$ cat config.mk
export PLATFORM = sky130hd
export DESIGN_NAME = shift_buffer_with_full_policy_unit
export DESIGN_NICKNAME = d
export VERILOG_FILES = /design/src/rtl/core/sbfp_pkg.sv /design/src/rtl/core/sbfp_ctrl.sv /design/src/rtl/core/sbfp_slots.sv /design/src/rtl/core/shift_buffer_with_full_policy_unit.sv
export SDC_FILE = /design/constraint.sdc
export NUM_CORES = 1
export LEC_CHECK = 0
export BUFFER_PORTS_ARGS = -buffer_cell sky130_fd_sc_hd__buf_2
export CAP_MARGIN = 20
export CORE_MARGIN = 8
export CORE_UTILIZATION = 66
export DETAILED_ROUTE_END_ITERATION = 7
export GPL_ROUTABILITY_DRIVEN = 1
export PLACE_DENSITY = 0.84
export REMOVE_ABC_BUFFERS = 1
export SYNTH_ARGS = -nofsm -noshare
export SYNTH_HDL_FRONTEND = slang
export SYNTH_HIERARCHICAL = 1
export SYNTH_SLANG_ARGS = --single-unit
$ cat constraint.sdc
create_clock -name clk -period 14.6 [get_ports clk]
set_clock_uncertainty 0.2 [all_clocks]
set_input_delay 4.38 -clock clk [delete_from_list [all_inputs] [get_ports clk]]
set_output_delay 4.38 -clock clk [all_outputs]
set_load 0.02 [all_outputs]
$ cat src/rtl/core/sbfp_pkg.sv
// ----------------------------------------------------------------------------
// sbfp_pkg: shared types and constants of the shift buffer
// Slot counts, field widths, result kinds, register indexes and the small
// structs that pass between the decision logic and the slot array.
// ----------------------------------------------------------------------------
package sbfp_pkg;

  localparam int unsigned SLOTS     = 16;
  localparam int unsigned IDX_W     = $clog2(SLOTS);
  localparam int unsigned CAP_W     = 5;
  localparam int unsigned ID_W      = 16;
  localparam int unsigned REG_IDX_W = 2;

  typedef logic [IDX_W-1:0]     idx_t;
  typedef logic [CAP_W-1:0]     cap_t;
  typedef logic [ID_W-1:0]      id_t;
  typedef logic [SLOTS-1:0]     slot_mask_t;
  typedef logic [REG_IDX_W-1:0] reg_idx_t;

  typedef enum logic [2:0] {
    KIND_NONE      = 3'd0,
    KIND_FORWARD   = 3'd1,
    KIND_BULK      = 3'd2,
    KIND_DISCARD   = 3'd3,
    KIND_REPLACED  = 3'd4,
    KIND_CAP_ERROR = 3'd5
  } kind_t;

  // Configuration register indexes
  localparam reg_idx_t REG_ADV_MODE = 2'd0;
  localparam reg_idx_t REG_POLICY   = 2'd1;
  localparam reg_idx_t REG_CAPACITY = 2'd2;

  // Full policy codes; the unused code behaves as discard
  localparam logic [1:0] POL_DISCARD = 2'd0;
  localparam logic [1:0] POL_BULK    = 2'd1;
  localparam logic [1:0] POL_REPLACE = 2'd2;

  // Input item mode and advance mode codes
  localparam logic MODE_ARRIVAL = 1'b0;
  localparam logic MODE_TICK    = 1'b1;
  localparam logic ADV_ARRIVAL  = 1'b0;
  localparam logic ADV_SIGNAL   = 1'b1;

  localparam cap_t CAP_RESET = cap_t'(SLOTS);

  // Slot array update requested by the decision logic
  typedef struct packed {
    logic shift;     // move every used slot one place toward the front
    logic shift_in;  // the last used slot takes the arrival after a shift
    logic fill;      // write the arrival into the first free slot
    logic replace;   // overwrite the last used slot with the arrival
  } act_t;

  // Slot contents the decision logic looks at
  typedef struct packed {
    logic front_valid;
    id_t  front_entity;
    logic last_valid;
    id_t  last_entity;
  } view_t;

  // Saturate a programmed capacity to the number of physical slots
  function automatic cap_t eff_cap(input cap_t cap);
    eff_cap = (cap > cap_t'(SLOTS)) ? cap_t'(SLOTS) : cap;
  endfunction

endpackage

$ cat src/rtl/core/sbfp_ctrl.sv
// ----------------------------------------------------------------------------
// sbfp_ctrl: per-transaction decision logic
// Picks the result kind and entity for one item and the slot update that
// goes with it, from the mode registers and the current front and last slot.
// ----------------------------------------------------------------------------
module sbfp_ctrl (
  input  logic             mode,
  input  sbfp_pkg::id_t    entity_id,
  input  logic             adv_mode,
  input  logic [1:0]       policy,
  input  sbfp_pkg::cap_t   num_slots,
  input  sbfp_pkg::view_t  view,
  output sbfp_pkg::kind_t  kind,
  output sbfp_pkg::id_t    entity,
  output sbfp_pkg::act_t   act
);

  logic empty_cap;

  assign empty_cap = (num_slots == '0);

  always_comb begin
    kind   = sbfp_pkg::KIND_NONE;
    entity = '0;
    act    = '0;
    if (mode == sbfp_pkg::MODE_TICK) begin
      if (adv_mode == sbfp_pkg::ADV_SIGNAL && !empty_cap) begin
        act.shift = 1'b1;
        if (view.front_valid) begin
          kind   = sbfp_pkg::KIND_FORWARD;
          entity = view.front_entity;
        end
      end
    end else if (empty_cap) begin
      kind   = sbfp_pkg::KIND_CAP_ERROR;
      entity = entity_id;
    end else if (adv_mode == sbfp_pkg::ADV_ARRIVAL) begin
      act.shift    = 1'b1;
      act.shift_in = 1'b1;
      if (view.front_valid) begin
        kind   = sbfp_pkg::KIND_FORWARD;
        entity = view.front_entity;
      end
    end else if (view.last_valid) begin
      // last slot taken: apply the full policy
      case (policy)
        sbfp_pkg::POL_BULK: begin
          kind   = sbfp_pkg::KIND_BULK;
          entity = entity_id;
        end
        sbfp_pkg::POL_REPLACE: begin
          kind        = sbfp_pkg::KIND_REPLACED;
          entity      = view.last_entity;
          act.replace = 1'b1;
        end
        default: begin
          kind   = sbfp_pkg::KIND_DISCARD;
          entity = entity_id;
        end
      endcase
    end else begin
      act.fill = 1'b1;
    end
  end

endmodule

$ cat src/rtl/core/sbfp_slots.sv
// ----------------------------------------------------------------------------
// sbfp_slots: slot array of the shift buffer
// Holds the entity and valid bit of each slot and applies shift, fill,
// replace and capacity clear.
// ----------------------------------------------------------------------------
module sbfp_slots (
  input  logic            clk,
  input  logic            rst,
  input  logic            en,
  input  sbfp_pkg::act_t  act,
  input  sbfp_pkg::id_t   entity_id,
  input  sbfp_pkg::cap_t  num_slots,
  input  logic            cap_we,
  input  sbfp_pkg::cap_t  cap_wdata,
  output sbfp_pkg::view_t view
);

  sbfp_pkg::slot_mask_t valid;
  sbfp_pkg::slot_mask_t valid_next;
  sbfp_pkg::id_t        ent      [sbfp_pkg::SLOTS];
  sbfp_pkg::id_t        ent_next [sbfp_pkg::SLOTS];

  sbfp_pkg::cap_t       last_m1;
  sbfp_pkg::idx_t       last_idx;
  sbfp_pkg::cap_t       new_slots;
  sbfp_pkg::slot_mask_t free_mask;
  sbfp_pkg::slot_mask_t first_free;

  assign last_m1   = num_slots - sbfp_pkg::cap_t'(1);
  assign last_idx  = last_m1[sbfp_pkg::IDX_W-1:0];
  assign new_slots = sbfp_pkg::eff_cap(cap_wdata);

  assign view.front_valid  = valid[0];
  assign view.front_entity = ent[0];
  assign view.last_valid   = valid[last_idx];
  assign view.last_entity  = ent[last_idx];

  always_comb begin
    for (int i = 0; i < sbfp_pkg::SLOTS; i++) begin
      free_mask[i] = !valid[i] && (sbfp_pkg::cap_t'(i) < num_slots);
    end
  end

  // isolate the lowest free slot
  assign first_free = free_mask & (~free_mask + sbfp_pkg::slot_mask_t'(1));

  always_comb begin
    for (int i = 0; i < sbfp_pkg::SLOTS; i++) begin
      valid_next[i] = valid[i];
      ent_next[i]   = ent[i];
      if (en && act.shift) begin
        if (sbfp_pkg::cap_t'(i) + sbfp_pkg::cap_t'(1) == num_slots) begin
          valid_next[i] = act.shift_in;
          ent_next[i]   = entity_id;
        end else if (sbfp_pkg::cap_t'(i) + sbfp_pkg::cap_t'(1) < num_slots) begin
          // the top slot never takes this arm, so the wrapped index is unused
          valid_next[i] = valid[sbfp_pkg::idx_t'(i + 1)];
          ent_next[i]   = ent[sbfp_pkg::idx_t'(i + 1)];
        end
      end
      if (en && act.fill && first_free[i]) begin
        valid_next[i] = 1'b1;
        ent_next[i]   = entity_id;
      end
      if (en && act.replace && sbfp_pkg::idx_t'(i) == last_idx) begin
        ent_next[i] = entity_id;
      end
      // drop slots beyond a newly written capacity
      if (cap_we && sbfp_pkg::cap_t'(i) >= new_slots) begin
        valid_next[i] = 1'b0;
      end
    end
  end

  always_ff @(posedge clk) begin
    if (rst) begin
      valid <= '0;
    end else begin
      valid <= valid_next;
    end
  end

  always_ff @(posedge clk) begin
    for (int i = 0; i < sbfp_pkg::SLOTS; i++) begin
      ent[i] <= ent_next[i];
    end
  end

endmodule

$ cat src/rtl/core/shift_buffer_with_full_policy_unit.sv
// ----------------------------------------------------------------------------
// shift_buffer_with_full_policy_unit: shift buffer with full-buffer policy
// Accepts arrivals and advance ticks, keeps up to sixteen slots and returns
// exactly one result per transaction.
// ----------------------------------------------------------------------------
// Path: an input waits in the input register until the result register is
// free or read; its result is then registered as the slot array updates.
// Throughput: one transaction per cycle while results are taken; slot update
// and result register load at the same edge, which frees the input register.
// Reset: slots empty, arrival-advance mode, discard policy, capacity 16.
module shift_buffer_with_full_policy_unit (
  input  logic                 clk,
  input  logic                 rst,
  input  logic                 in_valid,
  output logic                 in_ready,
  input  logic                 mode,
  input  sbfp_pkg::id_t        entity_id,
  output logic                 out_valid,
  input  logic                 out_ready,
  output logic [2:0]           result_kind,
  output sbfp_pkg::id_t        result_entity,
  input  logic                 cfg_we,
  input  sbfp_pkg::reg_idx_t   cfg_addr,
  input  sbfp_pkg::cap_t       cfg_wdata
);

  // configuration
  logic           adv_mode;
  logic [1:0]     policy;
  sbfp_pkg::cap_t capacity;
  sbfp_pkg::cap_t num_slots;

  // input register
  logic           s1_valid;
  logic           s1_mode;
  sbfp_pkg::id_t  s1_id;
  logic           advance;

  // result register
  sbfp_pkg::kind_t out_kind;
  sbfp_pkg::id_t   out_ent;

  sbfp_pkg::kind_t kind;
  sbfp_pkg::id_t   entity;
  sbfp_pkg::act_t  act;
  sbfp_pkg::view_t view;
  logic            cap_we;

  assign num_slots = sbfp_pkg::eff_cap(capacity);
  assign cap_we    = cfg_we && (cfg_addr == sbfp_pkg::REG_CAPACITY);

  assign advance  = s1_valid && (!out_valid || out_ready);
  assign in_ready = !s1_valid || advance;

  always_ff @(posedge clk) begin
    if (rst) begin
      adv_mode <= sbfp_pkg::ADV_ARRIVAL;
      policy   <= sbfp_pkg::POL_DISCARD;
      capacity <= sbfp_pkg::CAP_RESET;
    end else if (cfg_we) begin
      unique case (cfg_addr)
        sbfp_pkg::REG_ADV_MODE: adv_mode <= cfg_wdata[0];
        sbfp_pkg::REG_POLICY:   policy   <= cfg_wdata[1:0];
        sbfp_pkg::REG_CAPACITY: capacity <= cfg_wdata;
        default: ;
      endcase
    end
  end

  always_ff @(posedge clk) begin
    if (rst) begin
      s1_valid <= 1'b0;
    end else if (in_valid && in_ready) begin
      s1_valid <= 1'b1;
    end else if (advance) begin
      s1_valid <= 1'b0;
    end
  end

  always_ff @(posedge clk) begin
    if (in_valid && in_ready) begin
      s1_mode <= mode;
      s1_id   <= entity_id;
    end
  end

  sbfp_ctrl u_ctrl (
    .mode      (s1_mode),
    .entity_id (s1_id),
    .adv_mode  (adv_mode),
    .policy    (policy),
    .num_slots (num_slots),
    .view      (view),
    .kind      (kind),
    .entity    (entity),
    .act       (act)
  );

  sbfp_slots u_slots (
    .clk       (clk),
    .rst       (rst),
    .en        (advance),
    .act       (act),
    .entity_id (s1_id),
    .num_slots (num_slots),
    .cap_we    (cap_we),
    .cap_wdata (cfg_wdata),
    .view      (view)
  );

  always_ff @(posedge clk) begin
    if (rst) begin
      out_valid <= 1'b0;
    end else if (advance) begin
      out_valid <= 1'b1;
    end else if (out_ready) begin
      out_valid <= 1'b0;
    end
  end

  always_ff @(posedge clk) begin
    if (advance) begin
      out_kind <= kind;
      out_ent  <= entity;
    end
  end

  assign result_kind   = out_kind;
  assign result_entity = out_ent;

`ifndef SYNTHESIS
  // a pending transaction holds in the input register until it moves on
  a_s1_hold: assert property (@(posedge clk) disable iff (rst)
    s1_valid && !advance |=> s1_valid && $stable(s1_id) && $stable(s1_mode))
    else $error("input register lost a pending transaction");

  // a result with no kind carries no entity
  a_none_zero: assert property (@(posedge clk) disable iff (rst)
    out_valid && result_kind == sbfp_pkg::KIND_NONE |-> result_entity == '0)
    else $error("empty result carries an entity");

  // an arrival with zero capacity reports a capacity error
  a_cap_error: assert property (@(posedge clk) disable iff (rst)
    advance && s1_mode == sbfp_pkg::MODE_ARRIVAL && num_slots == '0
      |=> out_valid && result_kind == sbfp_pkg::KIND_CAP_ERROR)
    else $error("zero-capacity arrival without capacity error");

  // an empty result register never stalls the input
  a_ready_free: assert property (@(posedge clk) disable iff (rst)
    !out_valid |-> in_ready)
    else $error("input stalled with result register empty");
`endif

endmodule

==> summary.md <==
| Metric | Value |
|---|---|
| H-Tree Depth | `2` |
| CORE AREA | `roughly 26000 sq um` |
| Hold Path Stages | `2` |
| Vias/cell | `7.46` |
| Data required time at the worst endpoint | `roughly 10 ns` |
| Post-synthesis cell type count | `78` |
| Initial antenna violation count | `1` |
| Drt first-iter violations | `1557` |
| FP Rows | `59` |
| Seq cells post-synth | `318` |
| Detailed Routing Iterations Pass 1 | `6` |
| Internal Power | `between 0.0015 and 0.002 W` |
| Share of post-route cells with drive strength above 1 | `between 40% and 50%` |
| Commonest non-fill, non-tap cells in the layout | `edfxtp_1, mux2_2, mux4_2, buf_2, nand2_1` |
| Crit share post-route | `64.6%` |
| Met3 wire length | `6100 microns` |
| Die footprint | `31500 sq um` |
| Worst-margin pin slew | `~1.1 ns` |
| Vias in the first global route | `11611` |
| Hold path endpoint | `out_valid` |
| Clock share of power | `42.6%` |
| Sequential fraction of the synthesis area | `54.0%` |
| First-pass GRT wire length | `approximately 72000 microns` |
| Syn Area/Cell | `15.0 sq um` |
| Async set or reset register ratio after synthesis | `0%` |
| Sink Count | `~320` |
| Commonest non-fill, non-tap cell in the layout | `edfxtp_1` |
| Wl on met1 | `17100 microns` |
| Fin crit period | `~9.4 ns` |
| Filler cells | `1650` |
| Area Growth Syn to Fin | `9.68%` |
| GP Congestion | `0.939` |
| CP arrival | `4.85 ns` |
| Final setup vio count | `0` |
| Mapped Area | `about 17000 sq um` |
| Final Slew Violations | `0` |
| NetSw | `0.000461 W` |
| Headroom to the max-slew limit | `23.8%` |
| Pwr/cell area | `around 110 nW/um^2` |
| Root buffer selected by CTS | `clkbuf_16` |
| Sequential power share | `51.1%` |
| Reg2reg end | `u_slots/ent[10][5]` |
| Fmax | `106 MHz` |
| Fin. Hold Viols | `0` |
| Total track usage | `31.1%` |
| Crit end category | `primary output` |
| Clk buf depth | `3` |
| Max-cap violations | `0` |
| CTS tree | `done` |
| Syn Inst Count | `1144` |
| Worst R2R Path Depth | `13` |
| Nets | `1210` |
| Hold Path Class | `reg2reg` |
| # IOs | `50` |
| R2R Setup Slk | `8.00 ns` |
| Post-synth EDFFs | `around 300` |
| N_diodes | `0` |
| Dpl ws | `approximately 5.2 ns` |
| Hpwl dp | `about 28000 microns` |
| Critical path class | `in2out` |
| Status | `completed` |
| DIE HEIGHT | `177 microns` |
| RSZ-0062 raised after global routing | `false` |
| Area occupied by multi-input gates | `roughly 7500 sq um` |
| Remaining global-route overflow | `0` |
| RR Startpoint | `capacity[4]` |
| Routed WL per cell | `31.9 microns` |
| Register area | `roughly 9300 sq um` |
| Highest metal used | `met5` |
| Buffers added on ports | `49` |
| Routed met2 length | `23000 microns` |
| Post-CTS sizing | `0` |
| Comb power frac | `6.3%` |
| Largest net degree at the start of global routing | `between 60 and 70` |
| Leakage | `between 6 and 7 nW` |
| Post-detailed-routing wire length | `48800 microns` |
| Post-CTS Hold Buffers | `0` |
| Top FF cell, synth | `edfxtp_1` |
| Post-layout worst setup margin | `5.17 ns` |
| Clock latency on the worst-skew pair | `around 0.52 ns` |
| DRC Markers | `0` |
| Setup TNS | `0 ns` |
| CP startpoint kind | `primary input` |
| Post-CTS setup buffer count | `0` |
| Chip Width | `177 microns` |
| Sw frac | `roughly 22%` |
| Crit Path Max Fanout | `3` |
| ANT nets after route | `0` |
| Yosys warning count | `6` |
| Initial core utilization | `66.6%` |
| IR drop worst, VDD | `84.4 uV` |
| Worst-path clk slew | `0.06 ns` |
| Routed vias | `11443` |
| Hold_sp | `s1_valid` |
| TritonCTS Buffers | `34` |
==> through the flow <==
step	power, W	instances	utilization [%]	instance area (sq um)	hold WS [ns]
final	0.00207	1533	73.0	18900	0.270
after global placement	0.00119	1471	68.5	17700	0.243
after CTS	0.00207	1532	73.0	18900	0.266
after floorplan	0.00114	1054	-	16700	0.228
after global routing	0.00212	1533	73.0	18900	0.300
after detailed placement	0.00120	1472	68.6	17700	0.258
==> cells in the mapped netlist (3+ instances only) <==
master,number,area share (%)
nand2b_1,16,0.58
nor3b_1,4,0.17
o2bb2ai_1,9,0.46
o211ai_1,4,0.17
mux4_2,85,11
nor2b_1,11,0.40
a221oi_1,7,0.36
buf_6,10,0.65
mux2_1,10,0.65
a211oi_1,6,0.26
dfxtp_1,26,3.0
a21oi_1,38,1.1
inv_1,12,0.26
edfxtp_1,292,51
o21bai_1,4,0.17
nand2_1,46,1.0
nand3b_1,4,0.17
o21ai_0,26,0.76
ha_1,7,0.51
buf_2,21,0.61
buf_4,8,0.35
and2_1,6,0.22
nor2_1,27,0.59
nand2_2,4,0.15
mux2i_1,20,1.2
nand3_2,3,0.17
or2_2,3,0.11
nand4_1,9,0.33
mux2_2,256,17
and3_1,13,0.47
a32oi_1,16,0.81
nor3_1,14,0.41
nand3_1,14,0.41
clkbuf_1,39,0.85
or3_1,3,0.11
o22ai_1,5,0.18
buf_1,11,0.24
==> kinds of logic after synthesis <==
family,share of synthesized area (%)
adder cells (fa/ha/maj),0.509
AND/OR/NAND/NOR,6.65
buffers and inverters,3.02
XOR/XNOR,0.313
flip-flops,54.0
multiplexers,29.7
AO/OA/AOI/OAI,5.80
==> metal layers <==
layer / up-vias / global-route usage, %
li1: 4651 / -
met1: 5665 / 39.5
met2: 899 / 49.6
met3: 226 / 6.83
met4: 2 / 16.2
met5: - / 0
==> area by class of cell <==
| type | instances | share of cell area (%) |
|---|---|---|
| Clock buffer | 42 | 4.78 |
| Clock inverter | 18 | 1.16 |
| Inverter | 13 | 0.259 |
| Multi-Input combinational cell | 723 | 39.5 |
| Sequential cell | 318 | 49.2 |
| Tap cell | 335 | 2.22 |
| Timing Repair Buffer | 84 | 2.84 |
==> flip-flops by register name, summed over array words and instances (netlist names) <==
signal and count:
capacity 5, policy 2, s1_id 16, adv_mode 1, u_slots/ent 256, result_entity 16, s1_valid 1, s1_mode 1
result_kind 3, u_slots/valid 16, out_valid 1
==> critical path: stages <==
cell,delay (ns)
buf_2,0.10
nand3b_1,0.18
buf_2,0.18
==> worst max path at each step <==
stage          cells past startpoint                 to   startpoint
2_1_floorplan                     11  u_slots/ent[1][0]  capacity[4]
3_3_place_gp                       3           in_ready    out_ready
3_5_place_dp                       3           in_ready    out_ready
4_1_cts                            3           in_ready    out_ready
5_1_grt                            3           in_ready    out_ready
6_report                           3           in_ready    out_ready
==> power groups by stage <==
| stage | sequential [W] | combinational [W] | clock, W |
|---|---|---|---|
| after floorplan | 0.00107 | 0.0000756 | 0 |
| after global placement | 0.00107 | 0.000120 | 0 |
| after detailed placement | 0.00108 | 0.000125 | 0 |
| after CTS | 0.00106 | 0.000126 | 0.000889 |
| after global routing | 0.00106 | 0.000135 | 0.000923 |
| final | 0.00106 | 0.000130 | 0.000883 |
(Power assumes the default switching activity.)
